### src/bsc_pdiv.sv
module bsc_pdiv #(
    parameter int NUM_W  = 32,
    parameter int DEN_W  = 17,
    parameter int SIDE_W = 1
) (
    input  logic              clk,
    input  logic              rst_n,
    input  logic              in_valid,
    input  logic [NUM_W-1:0]  num,
    input  logic [DEN_W-1:0]  den,
    input  logic [SIDE_W-1:0] side,
    output logic              out_valid,
    output logic [NUM_W-1:0]  quo,
    output logic [SIDE_W-1:0] out_side
);

    localparam int ACC_W = DEN_W + NUM_W;

    // acc holds {partial remainder, numerator bits left | quotient bits so far}
    logic [ACC_W-1:0]  acc_reg  [NUM_W];
    logic [DEN_W-1:0]  den_reg  [NUM_W];
    logic [SIDE_W-1:0] side_reg [NUM_W];
    logic [NUM_W-1:0]  vld_reg;

    // One restoring step: bring in a numerator bit, trial subtract
    function automatic logic [ACC_W-1:0] div_step(input logic [ACC_W-1:0] acc,
                                                  input logic [DEN_W-1:0] d);
        logic [DEN_W:0] trial;
        logic           qb;
        trial = {acc[ACC_W-1:NUM_W], acc[NUM_W-1]};
        qb    = (trial >= {1'b0, d});
        if (qb)
        begin
            trial = trial - {1'b0, d};
        end
        return {trial[DEN_W-1:0], acc[NUM_W-2:0], qb};
    endfunction

    for (genvar i = 0; i < NUM_W; i++)
    begin : g_stage
        if (i == 0)
        begin : g_first
            always_ff @(posedge clk or negedge rst_n)
            begin
                if (!rst_n)
                begin
                    vld_reg[i] <= 1'b0;
                end
                else
                begin
                    vld_reg[i] <= in_valid;
                end
            end

            always_ff @(posedge clk)
            begin
                acc_reg[i]  <= div_step({{DEN_W{1'b0}}, num}, den);
                den_reg[i]  <= den;
                side_reg[i] <= side;
            end
        end
        else
        begin : g_next
            always_ff @(posedge clk or negedge rst_n)
            begin
                if (!rst_n)
                begin
                    vld_reg[i] <= 1'b0;
                end
                else
                begin
                    vld_reg[i] <= vld_reg[i-1];
                end
            end

            always_ff @(posedge clk)
            begin
                acc_reg[i]  <= div_step(acc_reg[i-1], den_reg[i-1]);
                den_reg[i]  <= den_reg[i-1];
                side_reg[i] <= side_reg[i-1];
            end
        end
    end

    assign out_valid = vld_reg[NUM_W-1];
    assign quo       = acc_reg[NUM_W-1][NUM_W-1:0];
    assign out_side  = side_reg[NUM_W-1];

    // Final remainder must be below a nonzero divisor
    a_rem_bound: assert property (@(posedge clk) disable iff (!rst_n)
        (vld_reg[NUM_W-1] && (den_reg[NUM_W-1] != '0)) |->
        (acc_reg[NUM_W-1][ACC_W-1:NUM_W] < den_reg[NUM_W-1]))
        else $error("divider remainder not below divisor");

endmodule

### config.mk
export PLATFORM = sky130hd
export DESIGN_NAME = bsc_pdiv
export DESIGN_NICKNAME = d
export VERILOG_FILES = /design/src/bsc_pdiv.sv
export SDC_FILE = /design/constraint.sdc
export NUM_CORES = 2
export LEC_CHECK = 0
export ABC_CLOCK_PERIOD_IN_PS = 6100
export BUFFER_PORTS_ARGS = -buffer_cell sky130_fd_sc_hd__buf_2
export CAP_MARGIN = 20
export CORE_AREA = 2 2 557 393
export DETAILED_ROUTE_END_ITERATION = 6
export DIE_AREA = 0 0 559 395
export PLACE_DENSITY = 0.5
export REMOVE_ABC_BUFFERS = 1
export SLEW_MARGIN = 25
export SYNTH_ARGS = -nofsm -noshare
export SYNTH_HDL_FRONTEND = slang
export SYNTH_SLANG_ARGS = --single-unit
### constraint.sdc
create_clock -name clk -period 6.1 [get_ports clk]
set_input_delay 0.61 -clock clk [delete_from_list [all_inputs] [get_ports clk]]
set_output_delay 0.61 -clock clk [all_outputs]
set_load 0.05 [all_outputs]
# Yosys cells after proc, flatten, opt, wreduce, memory -nomap -nowiden
# Memory sizes are Yosys's and may differ from the RTL's.
# Index checks and enable logic that the tools add are counted.
[word_totals]
in_bits = 53
mem_bits_rw = 2144
register_bits = 32
n_memories = 3
[classes]
muxes = 32
order_cmp = 32
add_sub_neg = 32
[mem_list]
columns = ["name", "depth", "width", "rd", "rd_ports_with_merged_regs", "write_ports", "line_no", "text"]
rows = [
  ["acc_reg", 32, 49, 32, 0, 32, "20", "logic [ACC_W-1:0] acc_reg [NUM_W];"],
  ["den_reg", 32, 17, 31, 0, 32, "21", "logic [DEN_W-1:0] den_reg [NUM_W];"],
  ["side_reg", 32, 1, 32, 0, 32, "22", "logic [SIDE_W-1:0] side_reg [NUM_W];"],
]
[op_table]
columns = ["operator", "n"]
rows = [
  ["$ge 18x17->1", 31],
  ["$mux 17", 32],
  ["$sub 17x17->17", 31],
  ["$ge 1x17->1", 1],
  ["$sub 1x17->17", 1],
]

# Longest topological paths before layout
# An unclocked memory read counts as a cell.
[depth]
ltp_word = 3
depth_mapped = 14
depth_no_buf = 12

# Worst setup path before layout
# Ideal clock, no wire load.
[synth_timing]
path_kind = "register to register"
startpoint = "memory acc_reg[0][80] (netlist bit)"
endpoint = "memory acc_reg[0][138] (netlist bit)"
setup_ns = 0.121
path_buffers = 1
setup_slack_ns = 3.201
required_ns = 5.979
period_less_slack_ns = 2.899
stages_incl_launch_ff = 14
arrival_ns = 2.778
path_cell_list = "dfxtp_1 -> inv_1 -> ha_1 -> inv_1 -> fa_1 -> a211o_1 -> a21o_1 -> nor2b_4 -> nor3_4 -> o31a_1 -> o21ai_2 -> a41oi_4 -> buf_12 -> mux2_4"
[synth_lines]
columns = ["element", "line_no"]
rows = [
  ["start: declaration", "20"],
]

==> key figures <==
Layout
  • Max reg flops: 1,551
  • Fill count: 20,740
  • Commonest non-fill, non-tap cell in the layout: dfxtp_1
  • Layout cells sized above 1: 10.4%
  • Area grow syn2layout: 14.9%
  • Nets@finish: around 7,600
  • Commonest cells after routing, fill and taps aside: dfxtp_1, inv_1, ha_1

Timing
  • Final setup viols: 0
  • Minimum clock period: 3.62 ns
  • Unrepaired setup endpoints after global routing: false
  • Max Fclk: 276 MHz
  • Slew headroom: between 30 and 40%
  • Hold Vio Cnt, Final: 0
  • Sum Neg Setup Slack: 0 ns
  • Fin crit share: 59.4%
  • Slew @ Worst Pin: 1.02 ns
  • Final Max Tran Viols: 0
  • Final Skew: roughly 0.11 ns

Setup path
  • CP Data Arrival Time: 4.27 ns
  • Critical path class: reg2reg
  • CP max FO: 18
  • Max incr delay on CP: roughly 0.6 ns
  • Crit end category: flop
  • CP Cell Sequence: inv_1, ha_1, inv_1, fa_1, a211oi_1, o21bai_1, a21oi_1, o21ai_0, a21oi_1, o31ai_1, a31oi_4, mux2_2
  • R2R Setup Slk: 2.48 ns
  • Buf/Inv on CP: 2
  • Reg2reg path depth: 12
  • Worst EP required: 6.75 ns
  • Critical path's top delay family: compound AO/OA/AOI/OAI gates
  • Critical Path Slowest Stage Cell: a31oi_4
  • FF-to-FF End: acc_reg[1][681]
  • Reg2reg start: acc_reg[1][619]
  • Critical Path Start Type: flop
  • WP depth: 12
  • Crit path from: acc_reg[1][619]

Worst hold path
  • Hold path cells: 0
  • Hold Startpoint: acc_reg[0][313]
  • Hold path endpoint: acc_reg[0][363]
  • Hold crit path type: reg2reg

CTS
  • Worst skew pair latency: 0.87 ns
  • H-tree depth: 4
  • CTS clk-pin slew, worst paths: 0.06 ns
  • CTS sink cnt: 2,142
  • CTS Buffer Depth: 4
  • Num CTS Buffers: 211
  • # resized after CTS: 0
  • Root Buffer: clkbuf_16
  • TritonCTS clock tree: yes

Yosys
  • Avg Inst Size Synth: between 10 and 15 µm²
  • Synth async-reset ratio: 1.49%
  • #FFs+latches synth: 2,142
  • Top FF cell, synth: dfxtp_1
  • Mapped Area: between 70,000 and 80,000 µm²
  • Syn Inst Count: 6,813
  • Post-synthesis sequential area ratio: 57.3%
  • Syn. warnings: 0
  • Post-synth EDFFs: 0
  • Count of unique library cells instantiated by Yosys: a little under 100

Placement
  • Final Wtd Congestion: 0.857
  • DP HPWL: 109 mm
  • Port bufs: 86

Floorplan
  • Die W: 559 µm
  • FP Rows: 143
  • Die height: 395 µm
  • Die ar.: 221,000 µm²
  • Area of the core: between 200,000 and 250,000 µm²
  • # IOs: between 80 and 90
  • Initial Util: 34.8%

Global route
  • Initial antenna violation count: 3
  • Largest net degree at the start of global routing: 35
  • Vias in the first global route: 44,801
  • Total gr overflow: 0
  • First-pass GRT wire length: 238 mm
  • GRT Util Overall: 13.1%

Drt
  • Detailed-route vias per instance: 4.57
  • Routed length per instance: 14.6 µm
  • First drt pass iteration count: 5
  • DRT iter0 DRCs: 2,831
  • Final ANT Viol Nets: 0
  • DR vias: roughly 46,000
  • Remaining DRCs: 0
  • Total Wirelength: approximately 150 mm

Power
  • Max VDD drop: between 0.2 and 0.25 mV
  • PwrDens: 511 nW/µm²
  • Leak: 38.4 nW
  • Pwr Total: 44.1 mW

Flow run
  • Max cap viols: 0

Status
  • Status: completed
layout make-up:
type / count / area [µm²] / share of cell area (%)
Multi-Input combinational cell: 3867 / 28900 / 33.5
Clock buffer: 283 / 5920 / 6.86
Sequential cell: 2142 / 43000 / 49.9
Clock inverter: 94 / 1330 / 1.54
Inverter: 651 / 2440 / 2.83
Antenna cell: 3 / 7.51 / 0.00870
Tap cell: 2900 / 3630 / 4.20
Timing Repair Buffer: 149 / 1040 / 1.21
metrics by stage:
step / hold WS, ns / util, % / setup WS (ns) / cell area [µm²] / std cells
floorplan: 0.310 / - / 2.21 / 74300 / 6660
global placement: 0.310 / 36.4 / 2.55 / 78500 / 9656
detailed placement: 0.312 / 36.4 / 2.51 / 78500 / 9657
CTS: 0.253 / 40.0 / 2.45 / 86300 / 10086
global route: 0.261 / 40.0 / 2.24 / 86300 / 10087
finish: 0.255 / 40.0 / 2.48 / 86300 / 10089
metal layers:
| layer | vias up | wire length, µm | track usage (%) |
|---|---|---|---|
| li1 | 23721 | - | - |
| met1 | 21339 | 79800 | 20.1 |
| met2 | 774 | 57600 | 18.4 |
| met3 | 241 | 7160 | 2.67 |
| met4 | 0 | 3240 | 3.49 |
| met5 | - | 0 | 0 |
synthesized netlist by cell type (61+ instances only):
library cell,instances,share of area [%]
mux2_2,205,3.1
nor2b_1,75,0.62
nand2_1,384,1.9
o21ai_0,420,2.8
clkbuf_1,77,0.38
nand4_1,72,0.60
a21oi_1,426,2.8
a21o_1,184,1.8
nand3_1,84,0.56
xor2_1,166,1.9
o21a_1,75,0.75
nand2b_1,65,0.54
xnor2_1,209,2.4
o21bai_1,61,0.61
nor2_1,255,1.3
dfxtp_1,2110,56
ha_1,529,8.8
inv_1,650,3.2
how the worst max path moves through the flow:
| stage | end | slack (ns) |
|---|---|---|
| after floorplan | acc_reg[0][278] | 2.21 |
| after global placement | acc_reg[0][531] | 2.55 |
| after detailed placement | acc_reg[1][82] | 2.51 |
| after CTS | acc_reg[1][89] | 2.45 |
| after global routing | acc_reg[0][531] | 2.24 |
| final | acc_reg[1][681] | 2.48 |
worst reg2reg max path: cells and delay by family (launching register included):
| family | cells | cell delay, ns |
|---|---|---|
| fa+ha+maj | 2 | 0.58 |
| buf+inv | 2 | 0.11 |
| compound gates | 7 | 2.03 |
| flops | 1 | 0.30 |
| mux | 1 | 0.41 |
cell families (layout without fill, tap and decap cells):
kind of cell,after synthesis,count (layout),synth area share [%]
AOI/OAI and AO/OA,1530,1530,12.9
xor gates and xnor gates,375,375,4.37
adders and majority gates,559,559,9.61
buffers and inverters,804,1177,4.35
DFF,2142,2142,57.3
muxes,268,268,4.17
other,0,3,0
and+or+nand+nor,1135,1135,7.32
power by group:
| part | total (mW) | switching [mW] | internal [mW] |
|---|---|---|---|
| sequential | 17.7 | 1.25 | 16.5 |
| combinational | 13.1 | 7.16 | 5.90 |
| clock | 13.4 | 5.42 | 7.94 |
what timing repair did:
item,in CTS,in global routing
hold endpoints to repair,83,0
hold buffers,52,0
setup buffers,0,0
(Power assumes the default switching activity.)
