$ cat src/bsc_pkg.sv
package bsc_pkg;

    // Configuration register indexes
    typedef enum logic [2:0] {
        REG_AC1     = 3'd0,
        REG_AC2     = 3'd1,
        REG_AC3     = 3'd2,
        REG_AC4     = 3'd3,
        REG_AC5_AC6 = 3'd4,
        REG_B1_B2   = 3'd5,
        REG_MC_MD   = 3'd6,
        REG_OSS     = 3'd7
    } cfg_idx_t;

    localparam int CFG_IDX_W  = 3;
    localparam int CFG_DATA_W = 32;

    // Divider geometry: temperature |MC*2048| / |X1+MD|, pressure B7' / B4
    localparam int T_NUM_W = 27;
    localparam int T_DEN_W = 19;
    localparam int P_NUM_W = 32;
    localparam int P_DEN_W = 17;

    // Datasheet constants
    localparam logic signed [27:0] B6_OFFSET  = 28'sd4000;
    localparam logic [31:0]        B4_OFFSET  = 32'd32768;
    localparam logic [15:0]        B7_SCALE   = 16'd50000;
    localparam logic signed [12:0] P_C1       = 13'sd3038;
    localparam logic signed [14:0] P_C2       = -15'sd7357;
    localparam logic signed [45:0] P_C3       = 46'sd3791;

    // Calibration set as seen by the datapath
    typedef struct packed {
        logic signed [15:0] ac1;
        logic signed [15:0] ac2;
        logic signed [15:0] ac3;
        logic [15:0]        ac4;
        logic [15:0]        ac5;
        logic [15:0]        ac6;
        logic signed [15:0] b1;
        logic signed [15:0] b2;
        logic signed [15:0] mc;
        logic signed [15:0] md;
        logic [1:0]         oss;
    } cal_t;

    // Sideband riding along the temperature divider
    typedef struct packed {
        logic signed [17:0] x1;
        logic [18:0]        up;
        logic               neg;
        logic               err;
    } tside_t;

    // Sideband riding along the pressure divider
    typedef struct packed {
        logic signed [15:0] temp;
        logic               err;
        logic               b7_hi;
    } pside_t;

endpackage

$ cat src/bsc_tfront.sv
module bsc_tfront (
    input  logic                              clk,
    input  logic                              rst_n,
    input  logic                              in_valid,
    input  logic [15:0]                       raw_temperature,
    input  logic [23:0]                       raw_pressure_bytes,
    input  bsc_pkg::cal_t                     cal,
    output logic                              out_valid,
    output logic [bsc_pkg::T_NUM_W-1:0]       out_num,
    output logic [bsc_pkg::T_DEN_W-1:0]       out_den,
    output bsc_pkg::tside_t                   out_side
);

    logic               va_reg, vb_reg, vc_reg;
    logic signed [33:0] prod_a_reg;
    logic [18:0]        up_a_reg, up_b_reg;
    logic signed [17:0] x1_b_reg;
    logic signed [18:0] den_b_reg;
    logic [bsc_pkg::T_NUM_W-1:0] num_c_reg;
    logic [bsc_pkg::T_DEN_W-1:0] den_c_reg;
    bsc_pkg::tside_t    side_c_reg;

    logic signed [16:0] diff_a;
    logic signed [16:0] ac5_s;
    logic [3:0]         up_sh;
    logic [23:0]        up_full;
    logic signed [17:0] x1_b;
    logic signed [18:0] den_b;
    logic [15:0]        mc_mag;
    logic [18:0]        den_mag;

    // Stage A: (UT - AC6) * AC5 and the oversampling shift of UP
    always_comb
    begin
        diff_a  = signed'({1'b0, raw_temperature}) - signed'({1'b0, cal.ac6});
        ac5_s   = signed'({1'b0, cal.ac5});
        up_sh   = 4'd8 - {2'b00, cal.oss};
        up_full = raw_pressure_bytes >> up_sh;
    end

    // Stage B: X1 and the divisor X1 + MD
    always_comb
    begin
        x1_b  = prod_a_reg[32:15];
        den_b = 19'(x1_b) + 19'(cal.md);
    end

    // Stage C: operand magnitudes and quotient sign
    always_comb
    begin
        mc_mag  = cal.mc[15] ? (16'd0 - cal.mc) : cal.mc;
        den_mag = den_b_reg[18] ? (19'd0 - den_b_reg) : den_b_reg;
    end

    always_ff @(posedge clk or negedge rst_n)
    begin
        if (!rst_n)
        begin
            va_reg <= 1'b0;
            vb_reg <= 1'b0;
            vc_reg <= 1'b0;
        end
        else
        begin
            va_reg <= in_valid;
            vb_reg <= va_reg;
            vc_reg <= vb_reg;
        end
    end

    always_ff @(posedge clk)
    begin
        prod_a_reg     <= diff_a * ac5_s;
        up_a_reg       <= up_full[18:0];
        x1_b_reg       <= x1_b;
        den_b_reg      <= den_b;
        up_b_reg       <= up_a_reg;
        num_c_reg      <= {mc_mag, 11'b0};
        den_c_reg      <= den_mag;
        side_c_reg.x1  <= x1_b_reg;
        side_c_reg.up  <= up_b_reg;
        side_c_reg.neg <= cal.mc[15] ^ den_b_reg[18];
        side_c_reg.err <= (den_b_reg == 19'sd0);
    end

    assign out_valid = vc_reg;
    assign out_num   = num_c_reg;
    assign out_den   = den_c_reg;
    assign out_side  = side_c_reg;

endmodule

$ cat config.mk
export PLATFORM = sky130hd
export DESIGN_NAME = bsc_tfront
export DESIGN_NICKNAME = d
export VERILOG_FILES = /design/src/bsc_pkg.sv /design/src/bsc_tfront.sv
export SDC_FILE = /design/constraint.sdc
export NUM_CORES = 1
export LEC_CHECK = 0
export ABC_AREA = 1
export BUFFER_PORTS_ARGS = -buffer_cell sky130_fd_sc_hd__buf_4
export CAP_MARGIN = 20
export CORE_ASPECT_RATIO = 1.5
export CORE_UTILIZATION = 60
export DETAILED_ROUTE_END_ITERATION = 8
export GPL_TIMING_DRIVEN = 0
export PLACE_DENSITY = 0.81
export SLEW_MARGIN = 10
export SYNTH_ARGS = -nofsm -noshare
export SYNTH_HDL_FRONTEND = slang
export SYNTH_SLANG_ARGS = --single-unit
$ cat constraint.sdc
create_clock -name clk -period 4.35 [get_ports clk]
set_input_delay 0.87 -clock clk [delete_from_list [all_inputs] [get_ports clk]]
set_output_delay 0.87 -clock clk [all_outputs]
set_load 0.05 [all_outputs]
# Word level (Yosys, flattened, before mapping)
# Index checks and enable logic that the tools add are counted.
# classes
n_reduce_logical	1
mul	1
n_shift	1
n_addsub	5
muxes	2
bitwise_logic	1
# ops
operator	n
$mul 17x17->33	1
$shr 24x4->19	1
$add 18x16->19	1
$logic_not 19->1	1
$sub 1x19->19 const A	1
$mux 18	1
$sub 16x16->17	1
$sub 1x16->16 const A	1
$mux 15	1
$sub 4x2->4 const A	1
$xor 1x1->1	1
# totals
output_inout_bits	86
inputBits	205
ff_bits	185
elab_cells	27

# Logic depth before layout (Yosys ltp)
# depth
word_depth	2
ltp_mapped	37
depth_no_buf	36

# Worst setup path after synthesis
# Ideal clock, no wire load.
# synth_timing
path_kind	input to register
start	input raw_temperature[0]
end	register prod_a_reg[32]
cell_stages	32
required_time_ps	4238
t_arrival_ps	6852
slack_ps	-2614
setup_ps	112
path_buffers	1
cell_sequence	inv_1 ha_1 fa_1 inv_1 nand3_1 nand2_1 nand2_1 nand2_1 nand3_2 nand2_1 buf_6 nor2_1 fa_1 inv_1 fa_1 fa_1 inv_1 fa_1 inv_1 fa_1 fa_1 inv_1 ha_1 inv_1 nor3_1 nand2_1 inv_1 nand2_1 nand2_1 a21oi_1 nand2_1 nand2_1
# synth_via
elab_chain_cells	2
# synth_rtl
element	line	text
start, declared	bsc_tfront.sv:5	input logic [15:0] raw_temperature,
$sub 16x16->17	bsc_tfront.sv:35	diff_a = signed'({1'b0, raw_temperature}) - signed'({1'b0, cal.ac6});
$mul 17x17->33	bsc_tfront.sv:73	prod_a_reg <= diff_a * ac5_s;
end signal, assigned	bsc_tfront.sv:73	
end, declared	bsc_tfront.sv:15	logic signed [33:0] prod_a_reg;
# Every way passes these cells.
# A chain may end at the register's enable or synchronous reset.

# Final worst setup path
# Ends and elaborated chain as after synthesis.

==> results by stage <==
Status:
- The flow ran to the end, but the final reports show violations.
- The final reports fail on negative setup slack.

Yosys:
- Yosys printed 0 warnings.
- Sequential cells were found to cover between 10% and 20% of the synthesized design area.
- The synthesized design contains 0 enable-type register cells.
- In the post-synthesis netlist, the cell with the most instances is sky130_fd_sc_hd__inv_1.
- In the synthesized netlist, the cells that appear most often are sky130_fd_sc_hd__inv_1 (497), sky130_fd_sc_hd__nand2_1 (462), sky130_fd_sc_hd__fa_1 (268).
- The share of synthesized flip-flops with an asynchronous set or reset is 1.765%.
- Of the post-synthesis cell area, the dominant cell type holds 30.06%.
- The cell taking the most area after synthesis is sky130_fd_sc_hd__fa_1.
- The post-synthesis area per instance is about 8 sq um.
- The flip-flop cell with the highest count after synthesis is sky130_fd_sc_hd__dfxtp_1.
- The count of cell types in the netlist is 49.
- The post-synth design cell area is ~0.018 sq mm.
- After technology mapping, the gate count stands at roughly 2.3k.
- The number of storage elements in the synthesis netlist is 170.
- Sorting the synthesized cells by area gives the leading types as sky130_fd_sc_hd__fa_1 (30%), sky130_fd_sc_hd__dfxtp_1 (19%), sky130_fd_sc_hd__inv_1 (10%).

Detailed routing:
- The post-detailed-route wirelength per cell is 18.19 um.
- Using the TritonRoute via totals, the vias-per-cell ratio works out to between 5 and 6.
- The total detailed-routing wirelength is 54.21 mm.
- The violation count after the first detailed-routing iteration is 920.
- The count of unresolved DRC violations after routing is 0.
- The total number of vias is 16.06k.
- The first detailed-routing pass ran for 7 iterations.
- The number of nets still failing antenna checks after routing is 0.

Setup path:
- The biggest cell delay along the critical path is 0.60 ns.
- Tracing the worst setup path back leads to its startpoint at raw_temperature[0].
- Data on the critical path is required at its endpoint by 4.68 ns.
- The maximum fanout along the worst path is 5.
- The worst endpoint data arrival time is 6.95 ns.
- The cell family contributing the most delay on the critical path is adder cells.
- The kind of critical path is input pin to flip-flop.
- The startpoint of the lowest-slack register-to-register path is prod_a_reg[26]$_DFF_P_.
- The cell with the biggest individual delay on the critical path is sky130_fd_sc_hd__fa_2.
- The worst setup path is captured at a flip-flop.
- The startpoint type of the worst setup path is an input pin.
- The number of buffer and inverter instances along the worst setup path is 11.

Floorplanning:
- Measured along the x axis, the die boundary spans 142.8 um.
- Row generation in the floorplan step produced 77 rows.
- The die is 213.2 um tall.
- The floorplan die area is just over 0.03 sq mm.
- Once the floorplan was initialized, standard cells occupied 60.75% of the core.
- 291 I/O pins were placed.
- The core area is 0.02938 sq mm.

Final layout:
- The repair_antennas step left the layout with diodes totalling 0.
- The final cell area excluding filler cells is between 0.02 and 0.025 sq mm.
- The flip-flop count of the largest register, all copies and words added is 39.
- The end-of-flow core utilization is 78.64%.
- The share of final-layout standard cells stronger than drive strength 1 is 27.00%.
- From synthesis to final layout, the design area changed by 29.45%.
- After the last flow step, the layout net total stands at between 3k and 4k.

Global route:
- The first global-routing pass estimated 83.01 mm of wire.
- For this run the aggregate overflow at the end of global routing stands at 0.
- The initial antenna violation count is 0.
- The number of global-route vias before repair is 16.85k.
- Entering global routing, the biggest net connects 19 pins.
- The global routing usage summed across all routing layers is 36.36%.

Worst hold path:
- The classification of the worst-slack hold path is input pin to async pin.

Place:
- The congestion estimate from routability-driven global placement came to 1.025.
- Detailed placement finished with a half-perimeter wire length of 42.07 mm.
- Summing all placed instances gives a cell area of 0.02014 sq mm.
- The count of input and output buffers is 172.

Timing:
- For the pin with the worst max-slew slack, the measured transition is 0.8089 ns.
- The clock arrives with 0.009935 ns of skew.
- The final worst setup slack is -2.276 ns.
- The number of max-slew violations in the final report is 0.
- The count of final setup violators is 18.
- Setup repair after global routing could not meet its margin everywhere.
- Headroom to the max-slew limit came out at 46.07%.
- In the finished design, the share of the clock period the worst path needs comes to 152.3%.
- Summed over all failing endpoints, the final setup total negative slack is -38.96 ns.
- The maximum clock rate is 0.1509 GHz.
- The number of hold-slack violations in the final timing report is 0.
- The clock period minus worst slack is 6.626 ns.
- Across all hold checks on the routed design, the worst slack comes to ~0.22 ns.

Clock network:
- The buffer cell driving the clock tree root is sky130_fd_sc_hd__clkbuf_16.
- The clock sink total is 170.
- The H-tree depth is 4.
- TritonCTS built the clock tree.
- The count of hold buffers inserted by post-cts repair is 0.
- TritonCTS created 17 clock buffers.
- The clock-pin slew on the worst setup and hold paths is 0.06 ns.
- In this run the deepest clock path goes through 2 buffers.
- Clock latency on the worst-skew pair, taken at its later pin, is 0.43 ns.

Run:
- Max-cap violations in this run came to 0.
[through the flow]
step	instances	worst slack, ns
after floorplan	2267	-2.076
after global placement	2834	-3.213
after detailed placement	2834	-3.254
after CTS	2948	-2.104
after global routing	2980	-2.505
final	2980	-2.276
[timing repair]
action	4_1_cts	5_1_grt
gates cloned	3	0
gates resized for setup	286	93
pin swaps	113	88
endpoints found under the setup margin	18	18
buffers inserted	79	33
[cell families after synthesis]
| logic type | count (synthesis) | synth area share [%] |
|---|---|---|
| AND/OR/NAND/NOR | 910 | 21.88 |
| buffers and inverters | 566 | 12.37 |
| adder cells (fa/ha/maj) | 390 | 38.61 |
| flip-flops | 170 | 19.15 |
| AO/OA/AOI/OAI | 160 | 4.977 |
| XOR/XNOR | 54 | 2.650 |
| multiplexers | 6 | 0.3365 |
| other | 1 | 0.02101 |
[worst paths after layout]
kind / to / slack, ns / cells past startpoint
setup / recovery: prod_a_reg[32]$_DFF_P_ / -2.28 / 36
hold / removal: out_valid$_DFF_PN0_ / 0.22 / 1
setup reg to reg: den_b_reg[17]$_DFF_P_ / 2.02 / 8
hold reg to reg: up_b_reg[16]$_DFF_P_ / 0.33 / 0
max in group asynchronous: vb_reg$_DFF_PN0_ / 4.04 / 1
min in group clk: up_b_reg[16]$_DFF_P_ / 0.33 / 0
[area by class of cell]
class	count	area [sq um]
flip-flops and latches	170	3418
repair buffers	285	2273
clock buffers	18	429.2
multi-input cells	1532	14050
clock inverters	14	151.4
well taps	395	494.2
fillers	1934	6277
inverters	514	1982
plain buffers	52	311.5
[metal layers]
| metal | GRT usage (%) | share of wire, % | up-vias |
|---|---|---|---|
| met5 | 0 | 0 | - |
| met4 | 31.26 | 9.5 | 0 |
| met3 | 5.764 | 6.0 | 288 |
| met2 | 66.90 | 51 | 790 |
| met1 | 35.02 | 33 | 7616 |
| li1 | - | - | 7366 |
[placed cells by master (no fill, tap or decap), types with 23 or more instances in the layout]
| master | n |
|---|---|
| sky130_fd_sc_hd__a21oi_1 | 37 |
| sky130_fd_sc_hd__buf_4 | 274 |
| sky130_fd_sc_hd__buf_6 | 23 |
| sky130_fd_sc_hd__clkbuf_1 | 31 |
| sky130_fd_sc_hd__dfxtp_1 | 167 |
| sky130_fd_sc_hd__fa_1 | 248 |
| sky130_fd_sc_hd__ha_1 | 87 |
| sky130_fd_sc_hd__ha_4 | 34 |
| sky130_fd_sc_hd__inv_1 | 448 |
| sky130_fd_sc_hd__inv_2 | 50 |
| sky130_fd_sc_hd__nand2_1 | 390 |
| sky130_fd_sc_hd__nand2_2 | 39 |
| sky130_fd_sc_hd__nand2_4 | 45 |
| sky130_fd_sc_hd__nand3_1 | 103 |
| sky130_fd_sc_hd__nor2_1 | 190 |
| sky130_fd_sc_hd__nor2_2 | 31 |
| sky130_fd_sc_hd__nor2_4 | 27 |
| sky130_fd_sc_hd__o21ai_0 | 53 |
| sky130_fd_sc_hd__xor2_1 | 37 |
Power is left out: the tool's default activity adds up to more than one toggle a clock period on the data nets, which glitch-free logic cannot reach.
