==> src/bsc_pkg.sv <==
package bsc_pkg;

    // Configuration register indexes
    typedef enum logic [2:0] {
        REG_AC1     = 3'd0,
        REG_AC2     = 3'd1,
        REG_AC3     = 3'd2,
        REG_AC4     = 3'd3,
        REG_AC5_AC6 = 3'd4,
        REG_B1_B2   = 3'd5,
        REG_MC_MD   = 3'd6,
        REG_OSS     = 3'd7
    } cfg_idx_t;

    localparam int CFG_IDX_W  = 3;
    localparam int CFG_DATA_W = 32;

    // Divider geometry: temperature |MC*2048| / |X1+MD|, pressure B7' / B4
    localparam int T_NUM_W = 27;
    localparam int T_DEN_W = 19;
    localparam int P_NUM_W = 32;
    localparam int P_DEN_W = 17;

    // Datasheet constants
    localparam logic signed [27:0] B6_OFFSET  = 28'sd4000;
    localparam logic [31:0]        B4_OFFSET  = 32'd32768;
    localparam logic [15:0]        B7_SCALE   = 16'd50000;
    localparam logic signed [12:0] P_C1       = 13'sd3038;
    localparam logic signed [14:0] P_C2       = -15'sd7357;
    localparam logic signed [45:0] P_C3       = 46'sd3791;

    // Calibration set as seen by the datapath
    typedef struct packed {
        logic signed [15:0] ac1;
        logic signed [15:0] ac2;
        logic signed [15:0] ac3;
        logic [15:0]        ac4;
        logic [15:0]        ac5;
        logic [15:0]        ac6;
        logic signed [15:0] b1;
        logic signed [15:0] b2;
        logic signed [15:0] mc;
        logic signed [15:0] md;
        logic [1:0]         oss;
    } cal_t;

    // Sideband riding along the temperature divider
    typedef struct packed {
        logic signed [17:0] x1;
        logic [18:0]        up;
        logic               neg;
        logic               err;
    } tside_t;

    // Sideband riding along the pressure divider
    typedef struct packed {
        logic signed [15:0] temp;
        logic               err;
        logic               b7_hi;
    } pside_t;

endpackage

==> src/bsc_pfinal.sv <==
module bsc_pfinal (
    input  logic                          clk,
    input  logic                          rst_n,
    input  logic                          in_valid,
    input  logic [bsc_pkg::P_NUM_W-1:0]   in_quo,
    input  bsc_pkg::pside_t               in_side,
    output logic                          out_valid,
    output logic signed [15:0]            temperature_tenths,
    output logic signed [20:0]            pressure_pa,
    output logic                          divide_error
);

    logic v1_reg, v2_reg, v3_reg, v4_reg;
    logic err1_reg, err2_reg, err3_reg;
    logic signed [15:0] t1_reg, t2_reg, t3_reg;
    logic signed [31:0] p1_reg, p2_reg, p3_reg;
    logic signed [47:0] sq2_reg;
    logic signed [46:0] m2_reg;
    logic signed [44:0] x1_3_reg;
    logic signed [30:0] x2_3_reg;
    logic signed [15:0] temp_reg;
    logic signed [20:0] press_reg;
    logic               err_reg;

    logic [31:0]        q;
    logic signed [23:0] ph;
    logic signed [60:0] x1p;
    logic signed [45:0] corr_sum;
    logic signed [45:0] pf;
    logic signed [20:0] p_sat;

    // F1: undo the doubling order of the quotient
    assign q = in_side.b7_hi ? {in_quo[30:0], 1'b0} : in_quo;

    // F2: (p/256)^2 and -7357*p
    assign ph = p1_reg[31:8];

    // F3: X1 * 3038
    assign x1p = sq2_reg * bsc_pkg::P_C1;

    // F4: final correction and saturation
    always_comb
    begin
        corr_sum = 46'(x1_3_reg) + 46'(x2_3_reg) + bsc_pkg::P_C3;
        pf       = 46'(p3_reg) + (corr_sum >>> 4);
        if (pf > 46'sd1048575)
        begin
            p_sat = 21'sh0FFFFF;
        end
        else if (pf < -46'sd1048576)
        begin
            p_sat = 21'sh100000;
        end
        else
        begin
            p_sat = pf[20:0];
        end
    end

    always_ff @(posedge clk or negedge rst_n)
    begin
        if (!rst_n)
        begin
            v1_reg <= 1'b0;
            v2_reg <= 1'b0;
            v3_reg <= 1'b0;
            v4_reg <= 1'b0;
        end
        else
        begin
            v1_reg <= in_valid;
            v2_reg <= v1_reg;
            v3_reg <= v2_reg;
            v4_reg <= v3_reg;
        end
    end

    always_ff @(posedge clk)
    begin
        p1_reg    <= signed'(q);
        t1_reg    <= in_side.temp;
        err1_reg  <= in_side.err;
        sq2_reg   <= ph * ph;
        m2_reg    <= p1_reg * bsc_pkg::P_C2;
        p2_reg    <= p1_reg;
        t2_reg    <= t1_reg;
        err2_reg  <= err1_reg;
        x1_3_reg  <= x1p[60:16];
        x2_3_reg  <= m2_reg[46:16];
        p3_reg    <= p2_reg;
        t3_reg    <= t2_reg;
        err3_reg  <= err2_reg;
        temp_reg  <= err3_reg ? 16'sd0 : t3_reg;
        press_reg <= err3_reg ? 21'sd0 : p_sat;
        err_reg   <= err3_reg;
    end

    assign out_valid          = v4_reg;
    assign temperature_tenths = temp_reg;
    assign pressure_pa        = press_reg;
    assign divide_error       = err_reg;

endmodule

==> config.mk <==
export PLATFORM = sky130hd
export DESIGN_NAME = bsc_pfinal
export DESIGN_NICKNAME = d
export VERILOG_FILES = /design/src/bsc_pkg.sv /design/src/bsc_pfinal.sv
export SDC_FILE = /design/constraint.sdc
export NUM_CORES = 2
export LEC_CHECK = 0
export ABC_AREA = 1
export BUFFER_PORTS_ARGS = -buffer_cell sky130_fd_sc_hd__buf_2
export CELL_PAD_IN_SITES_DETAIL_PLACEMENT = 2
export CELL_PAD_IN_SITES_GLOBAL_PLACEMENT = 2
export CORE_UTILIZATION = 42
export CTS_BUF_LIST = sky130_fd_sc_hd__clkbuf_8
export CTS_CLUSTER_SIZE = 30
export DETAILED_ROUTE_END_ITERATION = 8
export PLACE_DENSITY = 0.91
export SLEW_MARGIN = 20
export SYNTH_ARGS = -nofsm -noshare
export SYNTH_HDL_FRONTEND = slang
export SYNTH_SLANG_ARGS = --single-unit
==> constraint.sdc <==
create_clock -name clk -period 8.5 [get_ports clk]
set_input_delay 0.85 -clock clk [delete_from_list [all_inputs] [get_ports clk]]
set_output_delay 0.85 -clock clk [all_outputs]
set_load 0.01 [all_outputs]
== Word level (Yosys, flattened, before mapping) ==
Index checks and enable logic that the tools add are counted.

* Memories kept: 0
* Bits of input ports: 53
* Register bits: 358
* Output and inout port bits: 39
* Memory bits (writable): 0
* Latch bits: 0
* Logic and storage cells: 34
* Bits in read-only memories: 0

* Multiply operators: 3
* Eq/ne operators: 0
* Reduce and logical (&&, ||, !) cells: 1
* Shift-type cells: 0
* $lt $le $gt $ge: 2
* Add/subtract/negate cells: 3
* Bitwise operators: 0
* Muxes and demuxes: 3
* Div/mod/pow operators: 0

{| class="wikitable"
|+ Operators by type and width
! operator !! count
|-
| $mul A48 B12 Y60 const B || 1
|-
| $mul A24 B24 Y48 || 1
|-
| $add A45 B30 Y46 || 1
|-
| $add A46 B13 Y46 const B || 1
|-
| $mul A32 B14 Y46 const B || 1
|-
| $add A32 B42 Y43 || 1
|-
| $gt A43 B21 Y1 const B || 1
|-
| $lt A43 B21 Y1 const B || 1
|-
| $mux W32 || 1
|-
| $mux W21 || 1
|-
| $mux W20 || 1
|-
| $reduce_or A2 Y1 || 1
|}

== Logic depth before layout (Yosys ltp) ==
* Depth after elaboration: 6
* Depth in mapped cells: 37

== Worst setup path before layout ==
No wires, ideal clock.

* Path type: reg2reg
* Start: reg p1_reg[31]
* End: reg sq2_reg[45]
* Stages on the path, launching flop included: 27
* Arrival time: 6865 ps
* Path slack: 1564 ps
* Library setup time: 72 ps
* Clock period less this slack: 6936 ps
* Cells stage by stage: dfxtp_1 > clkbuf_1 > nand2_1 > inv_1 > fa_1 > inv_1 > fa_1 > inv_1 > fa_1 > inv_1 > fa_1 > fa_1 > fa_1 > inv_1 > fa_1 > ha_1 > nand2_1 > nor2_1 > nand2_1 > nor4_1 > nand3_1 > nand3_1 > nand4_1 > nand2_1 > nand2_1 > nand2_1 > xor2_1

* Cells in the longest elaborated chain, start to end: 1

{| class="wikitable"
|+ Ends and longest elaborated chain
! what !! line !! text
|-
| start, declared || bsc_pfinal.sv:16 || <nowiki>logic signed [31:0] p1_reg, p2_reg, p3_reg;</nowiki>
|-
| start signal, assigned || bsc_pfinal.sv:80 || <nowiki>p1_reg <= signed'(q);</nowiki>
|-
| $mul A24 B24 Y48 || bsc_pfinal.sv:83 || <nowiki>sq2_reg <= ph * ph;</nowiki>
|-
| end signal, assigned || bsc_pfinal.sv:83 ||
|-
| end, declared || bsc_pfinal.sv:17 || <nowiki>logic signed [47:0] sq2_reg;</nowiki>
|}

Every way passes these cells.
A chain may end at the register's enable or synchronous reset.

== Worst setup path after layout ==
* Start: reg p1_reg[31]
* End: reg sq2_reg[44]

The elaborated chain is that of the path after synthesis.

==> results.md <==
• detailed router's first-iteration violation count: 4763
• unrepaired setup endpoints after global routing: yes
• sequential area share after synthesis: 0.130
• Via density: 6.24
• synthesized area divided by synthesized cell count: 8.58 um2
• Core Footprint: 124000 um2
• depth of the CTS H-tree: 3
• number of clock buffers inserted by TritonCTS: 72
• Post-Synthesis Cell Area: 52500 um2
• Overall Global Routing Usage: 0.482
• proportion of synthesized flip-flops having asynchronous set or reset: 0.0118
• starting density of the core: 0.424
• upper clock frequency limit: 113 MHz
• WL per Instance: 38.0 um
• minimum clock period after layout: 8.83 ns
• cell types occupying the most area after synthesis: sky130_fd_sc_hd__fa_1, sky130_fd_sc_hd__ha_1, sky130_fd_sc_hd__dfxtp_1
• largest area contributor in the synthesized netlist: sky130_fd_sc_hd__fa_1
• half-perimeter wire length of the detailed placement result: 215000 um
• end-of-flow core utilization: 0.461
• clock transition time at the flip-flop clock pins of the worst setup and hold paths: 0.06 ns
• Critical Setup Path Class: flop to flop
• maximum buffer depth of the clock tree: 3
• Final Instance Count excl. Fillers: 7987
• routability congestion estimate from global placement: 0.917
• final routed DRC violation total: 46
• largest driver fanout on the critical path: 32
• status: finished with violations
• vias post-DR: 49.9k
• routed wire length: 303000 um
• worst r2r src: p1_reg[31]
• commonest cells in the synthesized netlist: sky130_fd_sc_hd__inv_1, sky130_fd_sc_hd__nand2_1, sky130_fd_sc_hd__fa_1
• worst r2r path cells: 23
• crit end category: flop
• Worst slew margin: 0.166
• post-route ant nets: 0
• TritonCTS clock tree: done
• fin crit share: 1.04
• launching element type of the critical path: flop
• Worst Hold Path Cells: 1
• chip width: 355 um
• Max Cap Violations: 0
• total die area: 126000 um2
• worst setup skew after layout: 0.0667 ns
• top cell type's share of synthesized area: 0.367
• Slew @ Worst Pin: 1.24 ns
• most frequent cell after synthesis: sky130_fd_sc_hd__inv_1
• clock sinks: 340
• total number of yosys warnings: 0
• data arrival time of the worst path: 9.52 ns
• Worst Setup Slack, final: -0.333 ns
• number of synthesized register bits: 340
• maximum number of pins on one net before global-route repair: 63
• ys flop type: sky130_fd_sc_hd__dfxtp_1
• vias in the first global route: 58.7k
• data required time at the worst endpoint: 9.19 ns
• number of flip-flops in the largest register: 47
• fin. max-slew vios: 0
• fraction of layout instances using a drive strength above 1: 0.0588
• source of the worst hold timing path: in_side[4]
• worst setup timing slack at the placement stage: 0.158 ns
• total of endpoints with negative setup slack in the final report: 7
• R2R Path End: sq2_reg[44]
• count of buffers from port buffering: 91
• Synth-to-Final Area Change: 8.82%
• Cell Rows: 129
• total instance count after detailed placement: 7826
• Tightest Hold Check Type: primary input to flop
• Hold Fails Final Rpt: 0
• Reg2Reg Setup Slack: -0.33 ns
• violations in the final reports: DRC, setup timing
• global-route wire length before repair: 429000 um
• number of antenna violations at the first check in global routing: 33
• distinct cell type count of the synthesized netlist: 54
• number of iterations in the first detailed-routing pass: 9
• Final nets: 7940
• worst skew pair latency: 0.87 ns
• Worst Hold Path EP: t1_reg[2]
• aggregate negative setup slack: -1.01 ns
• number of I/O pins: 92
• number of flops mapped to enable cells by yosys: 0
• Die Span Y: 355 um
• buffer type at the clock tree root: sky130_fd_sc_hd__clkbuf_8
• overflow left after global routing: 0
• count of mapped cells out of synthesis: 6117
==> layer usage <==
metal / GRT usage / part of all wire
met5: 0.0162 / 0.0014
met4: 0.506 / 0.13
met3: 0.207 / 0.11
met2: 0.762 / 0.45
met1: 0.455 / 0.31
==> kinds of logic after synthesis <==
| logic type | Yosys count | synth area share |
|---|---|---|
| adders and majority gates | 1611 | 0.522 |
| xor gates and xnor gates | 200 | 0.0334 |
| buffers and inverters | 1775 | 0.128 |
| DFF | 340 | 0.130 |
| other | 2 | 0.000143 |
| and+or+nand+nor | 1589 | 0.122 |
| muxes | 1 | 0.000215 |
| AOI/OAI and AO/OA | 599 | 0.0648 |
==> metrics by stage <==
step	hold WS [ns]	cell area (um2)
after floorplan	0.310	52500
after global placement	0.310	55100
after detailed placement	0.314	55100
after CTS	0.105	56800
after global routing	0.0821	57100
final	0.122	57100
==> cells in the final DEF (no fill, tap or decap), types with 7 or more instances in the layout <==
master,synthesis,final
sky130_fd_sc_hd__a21o_1,28,28
sky130_fd_sc_hd__a21oi_1,280,278
sky130_fd_sc_hd__a21oi_2,17,18
sky130_fd_sc_hd__a31oi_1,53,51
sky130_fd_sc_hd__buf_2,0,90
sky130_fd_sc_hd__buf_4,0,51
sky130_fd_sc_hd__bufinv_16,0,7
sky130_fd_sc_hd__clkbuf_8,0,86
sky130_fd_sc_hd__clkinv_2,0,10
sky130_fd_sc_hd__dfxtp_1,336,326
sky130_fd_sc_hd__dfxtp_2,0,9
sky130_fd_sc_hd__diode_2,0,19
sky130_fd_sc_hd__fa_1,962,958
sky130_fd_sc_hd__ha_1,649,645
sky130_fd_sc_hd__inv_1,1705,1714
sky130_fd_sc_hd__nand2_1,1020,1018
sky130_fd_sc_hd__nand2_2,16,18
sky130_fd_sc_hd__nand3_1,105,104
sky130_fd_sc_hd__nand4_1,30,30
sky130_fd_sc_hd__nor2_1,341,338
sky130_fd_sc_hd__nor2_2,9,12
sky130_fd_sc_hd__nor3_1,21,21
sky130_fd_sc_hd__nor4_1,16,13
sky130_fd_sc_hd__o211ai_1,14,14
sky130_fd_sc_hd__o21a_1,11,11
sky130_fd_sc_hd__o21ai_0,144,144
sky130_fd_sc_hd__o21bai_1,16,16
sky130_fd_sc_hd__or2_2,12,12
sky130_fd_sc_hd__xnor2_1,70,68
sky130_fd_sc_hd__xor2_1,130,127
==> how the worst max path moves through the flow <==
stage | from | endpoint | slack [ns] | cells after the start
final | p1_reg[31] | sq2_reg[44] | -0.33 | 23
after global routing | p1_reg[31] | sq2_reg[44] | -0.16 | 23
after CTS | p1_reg[24] | sq2_reg[47] | 0.04 | 22
after detailed placement | p1_reg[14] | sq2_reg[33] | 0.16 | 28
after global placement | p1_reg[14] | sq2_reg[45] | 1.17 | 26
after floorplan | p1_reg[31] | sq2_reg[45] | 1.56 | 26
==> worst max-delay path, stage by stage (launching register included) <==
cell and delay, ns:
sky130_fd_sc_hd__dfxtp_4 0.53, sky130_fd_sc_hd__buf_6 0.39, sky130_fd_sc_hd__nand2_1 0.18, sky130_fd_sc_hd__inv_1 0.16
sky130_fd_sc_hd__fa_1 0.54, sky130_fd_sc_hd__fa_1 0.84, sky130_fd_sc_hd__inv_1 0.25, sky130_fd_sc_hd__fa_1 0.46
sky130_fd_sc_hd__inv_1 0.27, sky130_fd_sc_hd__fa_1 0.60, sky130_fd_sc_hd__inv_1 0.18, sky130_fd_sc_hd__fa_1 0.44
sky130_fd_sc_hd__inv_1 0.26, sky130_fd_sc_hd__fa_1 0.38, sky130_fd_sc_hd__inv_1 0.15, sky130_fd_sc_hd__fa_1 0.58
sky130_fd_sc_hd__inv_1 0.10, sky130_fd_sc_hd__ha_1 0.44, sky130_fd_sc_hd__nand2_1 0.15, sky130_fd_sc_hd__nor2_1 0.31
sky130_fd_sc_hd__nand2_1 0.17, sky130_fd_sc_hd__o2111ai_1 0.74, sky130_fd_sc_hd__a31oi_1 0.28, sky130_fd_sc_hd__xnor2_1 0.21
==> what timing repair did <==
action                                  CTS  global route
endpoints found under the setup margin    2            14
hold endpoints to repair                  4             0
hold buffers                              1             0
buffers inserted                          0            10
gates resized for setup                   2            39
pin swaps                                 0             3
==> cell type report <==
type                    count  area (um2)
repair buffers            151         980
fillers                 13600       66700
clock buffers              86        1180
diodes                     19        47.5
flip-flops and latches    340        6840
well taps                1637        2050
clock inverters            43         464
inverters                1708        6420
multi-input cells        4003       39100
Power is not shown: default switching activity piles up to over one toggle a cycle in this logic, so the estimate is an artifact.
